**src/sv/csac_ram.sv**
```systemverilog
`timescale 1ns / 1ps
// Generic single-port-write, single-read RAM with registered read data.
// No dependencies.
module csac_ram #(
    parameter int WIDTH = 8,
    parameter int DEPTH = 16
) (
    input  logic                     i_clk,
    input  logic                     i_we,
    input  logic [$clog2(DEPTH)-1:0] i_waddr,
    input  logic [WIDTH-1:0]         i_wdata,
    input  logic                     i_re,
    input  logic [$clog2(DEPTH)-1:0] i_raddr,
    output logic [WIDTH-1:0]         o_rdata
);
    logic [WIDTH-1:0] r_mem [DEPTH];
    logic [WIDTH-1:0] r_rdata;

    always_ff @(posedge i_clk) begin
        if (i_we) begin
            r_mem[i_waddr] <= i_wdata;
        end
        if (i_re) begin
            r_rdata <= r_mem[i_raddr];
        end
    end

    assign o_rdata = r_rdata;
endmodule

```
**config.mk**
```make
export PLATFORM = sky130hd
export DESIGN_NAME = csac_ram
export DESIGN_NICKNAME = d
export VERILOG_FILES = /design/src/sv/csac_ram.sv
export SDC_FILE = /design/constraint.sdc
export NUM_CORES = 1
export LEC_CHECK = 0
export BUFFER_PORTS_ARGS = -buffer_cell sky130_fd_sc_hd__buf_2
export CORE_ASPECT_RATIO = 1.75
export CORE_MARGIN = 5
export CORE_UTILIZATION = 55
export DETAILED_ROUTE_END_ITERATION = 7
export PLACE_DENSITY = 0.84
export SYNTH_ARGS = -nofsm -noshare
export SYNTH_HDL_FRONTEND = slang
export SYNTH_SLANG_ARGS = --single-unit
```
**constraint.sdc**
```tcl
create_clock -name i_clk -period 2 [get_ports i_clk]
set_input_delay 0.4 -clock i_clk [delete_from_list [all_inputs] [get_ports i_clk]]
set_output_delay 0.4 -clock i_clk [all_outputs]
set_load 0.01 [all_outputs]
```
==> reports/qor.txt <==
Hold Path Class - in -> reg
share of cells above drive strength 1 - 0.341
clk root buf - clkbuf_16
NetSw - 1.35 mW
Rel. slew slack - 0.696
post-synth top area cell - edfxtp_1
drt pass-1 iters - 5
Gate Count Post-Synth - 229
post-synth top area share - 0.781
P_int - 5.44 mW
number of fill cells - 620
number of global-route vias before repair - 2684
WL/cell - 23.0 µm
area of the multi-input gates - 1060 µm²
DR iter-0 viols - 201
die area - 11600 µm²
sequential share of the synthesized area - 0.781
fmax - 667 MHz
# IOs - 27
Rows - 47
clk_lat worst skew - 0.41 ns
final worst path period share - 0.749
hold_ws - 0.361 ns
largest net degree at the start of global routing - 17
Mapped Area - 5230 µm²
DP Wirelength - 6650 µm
Antenna Nets Post-Route - 0
Arr. time, crit path - 1.66 ns
Power per Cell Area - 1080 nW/µm²
Max Cap Violations - 0
Ys Warns - 0
post-synthesis adder-cell area fraction - 0
switching share of total power - 0.199
status - completed
final instance area - 6300 µm²
CP Launch Type - input pin
Tmin final - 1.50 ns
Num CTS Buffers - 17
initial antenna violation count - 0
drt drc - 0
compound-gate portion of the synthesized area - 0.0230
FF+latch area - 4080 µm²
setup violators final - 0
Placed Area - 5670 µm²
Max FO, Critical Path - 7
unrepaired setup endpoints after global routing - false
clk sink count - 136
first-pass GRT wire length - 15600 µm
CTS tree - built
total wire length - 9840 µm
Final Skew - 0.00528 ns
PortBufs - 26
crit path kind - in -> reg
combinational share of power - 0.045
initial core utilization - 0.556
Placer Congestion - 0.820
core area - 9410 µm²
Post-CTS Hold Fix Bufs - 0
Setup crit end kind - flip-flop
via/cell ratio - 5.84
Peak VDD IR - 0.719 mV
CTS H-tree lvls - 4
synthesized flop and latch total - 136
mux share of post-synthesis cell area - 0.148
GRT overflow - 0
Max Slew Vio Count - 0
DIE HEIGHT - 139 µm
Post-Synth XOR/XNOR Area - 0
Final TNS setup - 0 ns
Crit path required time - 2.16 ns
largest family of logic cells by synthesized area - multiplexers
# diodes - 0
Post-Syn Nets - 248
PostCTS Resize Cnt - 0
Clock Tree Buf Depth - 2
Leakage - 2.18 nW
total vias in the final route - 2495
layout net count - 311
Post-Synth Simple-Gate Area - 0.0314
Fin. Hold Viols - 0
area growth from synthesis to layout - 20.4%
slew of the pin with the lowest slew margin - 0.455 ns
Distinct cells, synth - 18
power share of the clock group - 0.480
most area-consuming cells after synthesis - edfxtp_1 78%, mux4_2 7.8%, mux4_1 7.0%, a22oi_1 2.3%, nor2_1 0.93%
Post-CTS Setup Bufs - 0
Flop pwr share - 0.476
Final Power - 6.79 mW
clock-pin slew on the worst setup and hold paths - 0.06 ns
Die Wd - 83.7 µm
Post-Syn Area per Cell - 22.8 µm²
all-layer global routing usage - 0.187
post-layout util - 0.669
## synthesized netlist by cell type
cell             instances
a22oi_1                 16
and2_1                   1
and2b_1                  1
buf_2                    3
buf_4                    1
buf_6                    3
clkdlybuf4s25_2          3
edfxtp_1               136
mux4_1                  14
mux4_2                  18
nand2_1                  9
nand2b_1                 2
nand3_1                  1
nand3b_1                 2
nor2_1                  13
nor2b_1                  1
nor3_1                   4
or3b_2                   1
## state kept, by name, indices dropped and copies added (netlist names)
name / flops
r_mem: 128
o_rdata: 8
## power by group through the flow
| stage | clock network, mW | registers [mW] | logic [mW] |
|---|---|---|---|
| 2_1_floorplan | 0 | 3.29 | 0.162 |
| 3_3_place_gp | 0 | 3.28 | 0.295 |
| 3_5_place_dp | 0 | 3.29 | 0.307 |
| 4_1_cts | 3.29 | 3.23 | 0.310 |
| 5_1_grt | 3.43 | 3.23 | 0.332 |
| 6_report | 3.25 | 3.23 | 0.303 |
## logic make-up (layout without fill, tap and decap cells)
family | Yosys count | count (layout)
muxes | 32 | 32
and+or+nand+nor | 35 | 35
DFF | 136 | 136
buffers and inverters | 10 | 86
AOI/OAI and AO/OA | 16 | 16
## worst paths after layout
| kind | start | end | slack [ns] | cells past startpoint |
|---|---|---|---|---|
| min reg2reg | r_mem[7][3]$_DFFE_PP_ | o_rdata[3]$_DFFE_PP_ | 0.74 | 3 |
| max reg2reg | r_mem[5][1]$_DFFE_PP_ | o_rdata[1]$_DFFE_PP_ | 0.55 | 3 |
| min | i_re | o_rdata[6]$_DFFE_PP_ | 0.36 | 1 |
| max | i_raddr[0] | o_rdata[1]$_DFFE_PP_ | 0.50 | 5 |
## layout by cell type (no fill, tap or decap), types with 3 or more instances in the layout
cell,netlist,final
clkbuf_16,0,17
buf_12,0,3
buf_2,3,26
edfxtp_1,136,136
clkinv_4,0,3
nor2_1,13,13
bufinv_16,0,4
nand2_1,9,9
mux4_1,14,14
clkinv_2,0,3
a22oi_1,16,16
inv_6,0,3
nor3_1,4,4
buf_4,1,25
mux4_2,18,18
## final cells by class
type / count / share of cell area
clock buffers: 17 / 0.0676
clock inverters: 15 / 0.0316
multi-input cells: 83 / 0.168
flip-flops and latches: 136 / 0.649
well taps: 122 / 0.0242
repair buffers: 54 / 0.0600
## worst max-delay path: stages
cell,delay [ns]
buf_2,0.15
buf_4,0.20
mux4_1,0.62
a22oi_1,0.20
nand2_1,0.08
## stage by stage
stage	setup WS, ns	cells
2_1_floorplan	0.107	229
3_3_place_gp	0.119	395
3_5_place_dp	0.0685	395
4_1_cts	0.490	427
5_1_grt	0.456	427
6_report	0.501	427
## routing by layer
| layer | GRT usage | wire length, µm |
|---|---|---|
| met5 | 0 | 0 |
| met4 | 0.0864 | 202 |
| met3 | 0.0464 | 459 |
| met2 | 0.318 | 5390 |
| met1 | 0.225 | 3790 |
Note: power is estimated with default switching activity, not from simulation.
