--- config.mk ---
export PLATFORM = sky130hd
export DESIGN_NAME = csac_update
export DESIGN_NICKNAME = d
export VERILOG_FILES = /design/src/sv/csac_pkg.sv /design/src/sv/csac_update.sv
export SDC_FILE = /design/constraint.sdc
export NUM_CORES = 2
export LEC_CHECK = 0
export BUFFER_PORTS_ARGS = -buffer_cell sky130_fd_sc_hd__clkbuf_2
export CELL_PAD_IN_SITES_DETAIL_PLACEMENT = 0
export CELL_PAD_IN_SITES_GLOBAL_PLACEMENT = 2
export CORE_AREA = 2 2 386 388
export DETAILED_ROUTE_END_ITERATION = 8
export DIE_AREA = 0 0 388 390
export PLACE_DENSITY_LB_ADDON = 0.2
export SYNTH_ARGS = -nofsm -noshare
export SYNTH_HDL_FRONTEND = slang
export SYNTH_SLANG_ARGS = --single-unit
--- constraint.sdc ---
create_clock -name vclk -period 40.9
set_input_delay 10.225 -clock vclk [all_inputs]
set_output_delay 10.225 -clock vclk [all_outputs]
set_load 0.05 [all_outputs]
--- src/sv/csac_pkg.sv ---
`timescale 1ns / 1ps
// Shared types, sizes and codes for the coherent set-associative cache.
// No dependencies.
package csac_pkg;
    localparam int SETS       = 64;
    localparam int WAYS       = 8;
    localparam int LINE_BYTES = 64;
    localparam int ADDR_BITS  = 48;
    localparam int AGE_BITS   = 16;

    localparam int OFF_BITS = $clog2(LINE_BYTES);
    localparam int SET_BITS = (SETS > 1) ? $clog2(SETS) : 1;
    localparam int TAG_BITS = ADDR_BITS - OFF_BITS - $clog2(SETS);
    localparam int WAY_BITS = 3;

    localparam logic [1:0] OP_LOAD  = 2'd0;
    localparam logic [1:0] OP_STORE = 2'd1;
    localparam logic [1:0] OP_DOWN  = 2'd2;
    localparam logic [1:0] OP_NONE  = 2'd3;

    localparam logic [1:0] ST_INVALID   = 2'd0;
    localparam logic [1:0] ST_SHARED    = 2'd1;
    localparam logic [1:0] ST_EXCLUSIVE = 2'd2;
    localparam logic [1:0] ST_MODIFIED  = 2'd3;

    localparam logic [2:0] OC_HIT         = 3'd0;
    localparam logic [2:0] OC_UPGRADE     = 3'd1;
    localparam logic [2:0] OC_MISS        = 3'd2;
    localparam logic [2:0] OC_DOWN_DONE   = 3'd3;
    localparam logic [2:0] OC_DOWN_ABSENT = 3'd4;

    typedef struct packed {
        logic [TAG_BITS-1:0] tag;
        logic [1:0]          state;
        logic                safe;
        logic [AGE_BITS-1:0] age;
    } t_line;

    typedef t_line [WAYS-1:0] t_row;

    typedef struct packed {
        logic [1:0]          op;
        logic [TAG_BITS-1:0] tag;
        logic [SET_BITS-1:0] set;
        logic [1:0]          reply_state;
        logic                reply_safe;
        logic                down_state;
        logic                down_safe;
    } t_req;

    typedef struct packed {
        logic [2:0]           outcome;
        logic [WAY_BITS-1:0]  hit_way;
        logic                 safe_hit;
        logic                 evict_valid;
        logic [ADDR_BITS-1:0] evict_address;
        logic                 flush_flag;
    } t_res;
endpackage

--- src/sv/csac_update.sv ---
`timescale 1ns / 1ps
// Per-item lookup, victim choice and new set row for the cache.
// Depends on csac_pkg.
module csac_update import csac_pkg::*; (
    input  t_req i_req,
    input  t_row i_row,
    output t_row o_row,
    output t_res o_res
);
    localparam logic [AGE_BITS-1:0] AGE_MAX = '1;

    always_comb begin
        logic                found;
        logic [WAY_BITS-1:0] fway;
        logic                inv_found;
        logic [WAY_BITS-1:0] vway;
        logic [AGE_BITS-1:0] best;
        logic [WAY_BITS-1:0] way;
        logic                touch;

        found     = 1'b0;
        fway      = '0;
        inv_found = 1'b0;
        vway      = '0;
        best      = '0;
        touch     = 1'b0;
        o_row     = i_row;
        o_res     = '0;

        // first matching valid way
        for (int w = WAYS - 1; w >= 0; w--) begin
            if (i_row[w].state != ST_INVALID && i_row[w].tag == i_req.tag) begin
                found = 1'b1;
                fway  = WAY_BITS'(w);
            end
        end
        // victim: first invalid way, else oldest, lowest on ties
        for (int w = 0; w < WAYS; w++) begin
            if (!inv_found) begin
                if (i_row[w].state == ST_INVALID) begin
                    inv_found = 1'b1;
                    vway      = WAY_BITS'(w);
                end else if (i_row[w].age > best) begin
                    best = i_row[w].age;
                    vway = WAY_BITS'(w);
                end
            end
        end

        way = fway;
        if (i_req.op == OP_DOWN) begin
            if (!found) begin
                o_res.outcome = OC_DOWN_ABSENT;
                way = '0;
            end else begin
                o_res.flush_flag    = i_row[fway].safe & ~i_req.down_safe;
                o_row[fway].state   = {1'b0, i_req.down_state};
                o_row[fway].safe    = i_req.down_safe;
                o_res.outcome       = OC_DOWN_DONE;
            end
        end else if (found && !(i_req.op == OP_STORE && i_row[fway].state < ST_EXCLUSIVE)) begin
            if (i_req.op == OP_STORE) begin
                o_row[fway].state = ST_MODIFIED;
            end
            o_res.safe_hit = i_row[fway].safe;
            o_res.outcome  = OC_HIT;
            touch = 1'b1;
        end else if (found) begin
            o_row[fway].state = i_req.reply_state;
            o_row[fway].safe  = i_req.reply_safe;
            o_res.outcome     = OC_UPGRADE;
            touch = 1'b1;
        end else begin
            way = vway;
            if (i_row[vway].state != ST_INVALID) begin
                o_res.evict_valid   = 1'b1;
                o_res.evict_address = {i_row[vway].tag, i_req.set, {OFF_BITS{1'b0}}};
            end
            o_row[vway].tag   = i_req.tag;
            o_row[vway].state = i_req.reply_state;
            o_row[vway].safe  = i_req.reply_safe;
            o_res.outcome     = OC_MISS;
            touch = 1'b1;
        end
        o_res.hit_way = way;

        if (touch) begin
            for (int w = 0; w < WAYS; w++) begin
                if (WAY_BITS'(w) == way) begin
                    o_row[w].age = '0;
                end else if (i_row[w].age != AGE_MAX) begin
                    o_row[w].age = i_row[w].age + 1'b1;
                end
            end
        end
    end
endmodule

==> flow_summary.yaml <==
floorplanning:
  io_pins: 986
  floorplan.die_area_mm2: 0.151
  core_mm2: 0.147
  rows: 141
  die_w_um: 388
  die_h_um: 390
  initial_core_util_pct: 13.0
timing:
  slew_viol_final: 0
  max_freq_mhz: 25.2
  hold_viol_final: 0
  period_needed_ns: 39.64
  post-route-period-util_pct: 96.9
  finalSetupViolations: 0
  fin_setup_tns_ns: 0
  tightest_slew_ns: 1.19
  relSlewSlack_pct: 20.0
global_route:
  antenna_found_initial: 37
  grt.total_usage_pct: 24.5
  overflow: 0
  grt_start_max_net_pins: 48
  grt_pass1_vias: 27400
  grt_pass1_wl_mm: 255
power_and_ir_drop:
  power.density_mw_per_mm2: 38.3
  ir_worst_vdd_mv: 0.0285
  power_leakage_nw: 13.5
worst_setup_path:
  critPathArrivalTime_ns: 29.42
  path_max_fanout: 29
  endpoint_kind: "output pin"
  max_stage_delay_ns: 0.59
  worst-endpoint-required_ns: 30.67
  path_common_cell: "o21a_1"
  start_kind: "primary input"
  crit_slowest_cell: "or4_1"
  worstSetupPathType: "in2out"
final_layout:
  final_nets: 4448
  layout-drive-gt1-share_pct: 39.6
  seq_area_um2: 0
  final_core_util_pct: 20.7
  syn_to_final_growth_pct: 59.6
  num-clock-buffers: 0
  stdcell_area_mm2: 0.0305
  design.seq.count: 0
worst_hold_path:
  hold_path_depth: 3
  hold_start: "i_req[9]"
  min_to: "o_res[11]"
  min-delay-path-class: "in2out"
synthesis:
  syn_avg_cell_area_um2: 6.53
  ys_seq_area_share_pct: 0
  syn_inst: 2927
  synth.largest_area_cell: "mux2_2"
  synth_top_area_share_pct: 14.8
  yosys.cell_types.count: 82
  synthesis.area_mm2: 0.0191
  netlist_top_cells_area: "mux2_2 (15%), xor2_1 (11%), nor2_1 (7.8%)"
  synth.yosys.warnings: 0
placement:
  routabilityCongestion: 0.946
  numPortBuffers: 980
  dp.final_hpwl_mm: 169
  placed_cell_area_mm2: 0.0297
job:
  cap_violations: 0
route:
  vias: 27000
  drt_wl_total_mm: 198
  drcViolationCount: 0
  wl_per_cell_um: 34.3
  antenna_left: 0
  vias_per_cell: 4.68
  first_pass_iters: 7
  drtIter0Drc: 1809
outcome:
  outcome: "completed"
clock_network:
  hold_buffers: 0
stage by stage:
step / setup slack, ns / hold slack (ns) / power (mW) / std cells
floorplan: 0.0194 / 20.64 / 0.643 / 2932
global placement: 0.0226 / 20.86 / 1.14 / 5727
detailed placement: -0.171 / 20.86 / 1.13 / 5727
CTS: -0.0385 / 20.86 / 1.14 / 5727
global route: -0.0306 / 20.87 / 1.22 / 5770
finish: 1.26 / 20.86 / 1.17 / 5777
layer usage:
metal	GRT usage (%)	vias to the layer above	share of wire (%)
met5	0	-	0.11
met4	8.69	34	4.5
met3	3.61	222	4.8
met2	45.2	1045	51
met1	28.4	13400	40
li1	-	12300	-
synthesized netlist by cell type (8+ instances only):
library cell / instances
nor4_1: 71
buf_1: 16
a21o_1: 17
inv_1: 118
a31o_2: 33
xnor2_1: 135
nand4_1: 91
o22ai_1: 72
a21oi_1: 139
and2_1: 11
or2_2: 8
buf_2: 36
nand2_1: 384
clkbuf_1: 140
and3_1: 42
or3_1: 14
o21a_1: 16
mux2i_1: 54
buf_4: 10
o221ai_1: 10
nand3_1: 65
buf_6: 8
nor3_1: 56
xor2_1: 233
nand2b_1: 18
a211oi_1: 8
nor2b_1: 30
a2111oi_0: 9
a2111oi_2: 31
ha_1: 118
o21ai_0: 119
o31ai_1: 15
a31oi_1: 24
o211ai_1: 16
nor2_1: 398
mux2_2: 251
kinds of logic after synthesis:
family	Yosys count	share of synthesized area [%]
AND/OR/NAND/NOR	1233	29.9
AO/OA/AOI/OAI	568	20.4
XOR/XNOR	368	16.9
buffers and inverters	329	7.21
multiplexers	310	17.9
adder cells (fa/ha/maj)	118	7.72
other	1	0.0196
final cells by class:
type	count	area (um2)
Fill cell	17000	117000
Multi-Input combinational cell	2604	18200
Timing Repair Buffer	1117	9450
Tap cell	1930	2410
Inverter	118	443
Antenna cell	8	20.0
how the worst max path moves through the flow:
stage | from | end | slack (ns) | depth (start not counted)
global route | i_row[17] | o_res[15] | -0.03 | 101
global placement | i_row[1] | o_row[182] | 0.02 | 102
floorplan | i_row[17] | o_res[16] | 0.02 | 103
finish | i_row[17] | o_row[308] | 1.26 | 94
detailed placement | i_row[1] | o_res[26] | -0.17 | 99
CTS | i_row[1] | o_res[40] | -0.04 | 96
timing repair:
action,4_1_cts,5_1_grt
resized for setup,9,100
setup endpoints to repair,67,486
gates cloned,0,3
pin swaps,0,8
setup buffers,0,39
cells in the final DEF (no fill, tap or decap), drive strengths merged, types with 7 or more instances in the layout:
master / count
mux2: 256
o221ai: 10
mux2i: 54
o31ai: 15
ha: 118
o21ai: 122
nand2b: 18
a211oi: 9
and2: 12
and4: 7
nor4: 73
nand4: 94
o21a: 16
xor2: 233
buf: 363
or3: 14
nor2b: 30
xnor2: 135
nor3: 56
nor4b: 7
a2111oi: 40
a31oi: 24
and3: 42
o22ai: 72
nand3: 65
nand2: 384
inv: 118
a21o: 17
nor2: 401
a31o: 33
a21oi: 139
clkbuf: 754
or2: 9
o211ai: 16
diode: 8
report_power, final:
group | leakage (nW) | total, mW | switching [mW] | internal, mW
Combinational | 13.5 | 1.17 | 0.797 | 0.372
Sequential | 0 | 0 | 0 | 0
Clock | 0.0000507 | 0.0000000179 | 0 | 0.0000000178
Total | 13.5 | 1.17 | 0.797 | 0.372
critical path: cells and delay by family:
family                   cells  cell delay [ns]
AO/OA/AOI/OAI               40             7.79
AND/OR/NAND/NOR             29             5.16
buffers and inverters       12             2.27
multiplexers                 6             2.03
adder cells (fa/ha/maj)      7             1.84
Power figures use the tool's default switching activity.
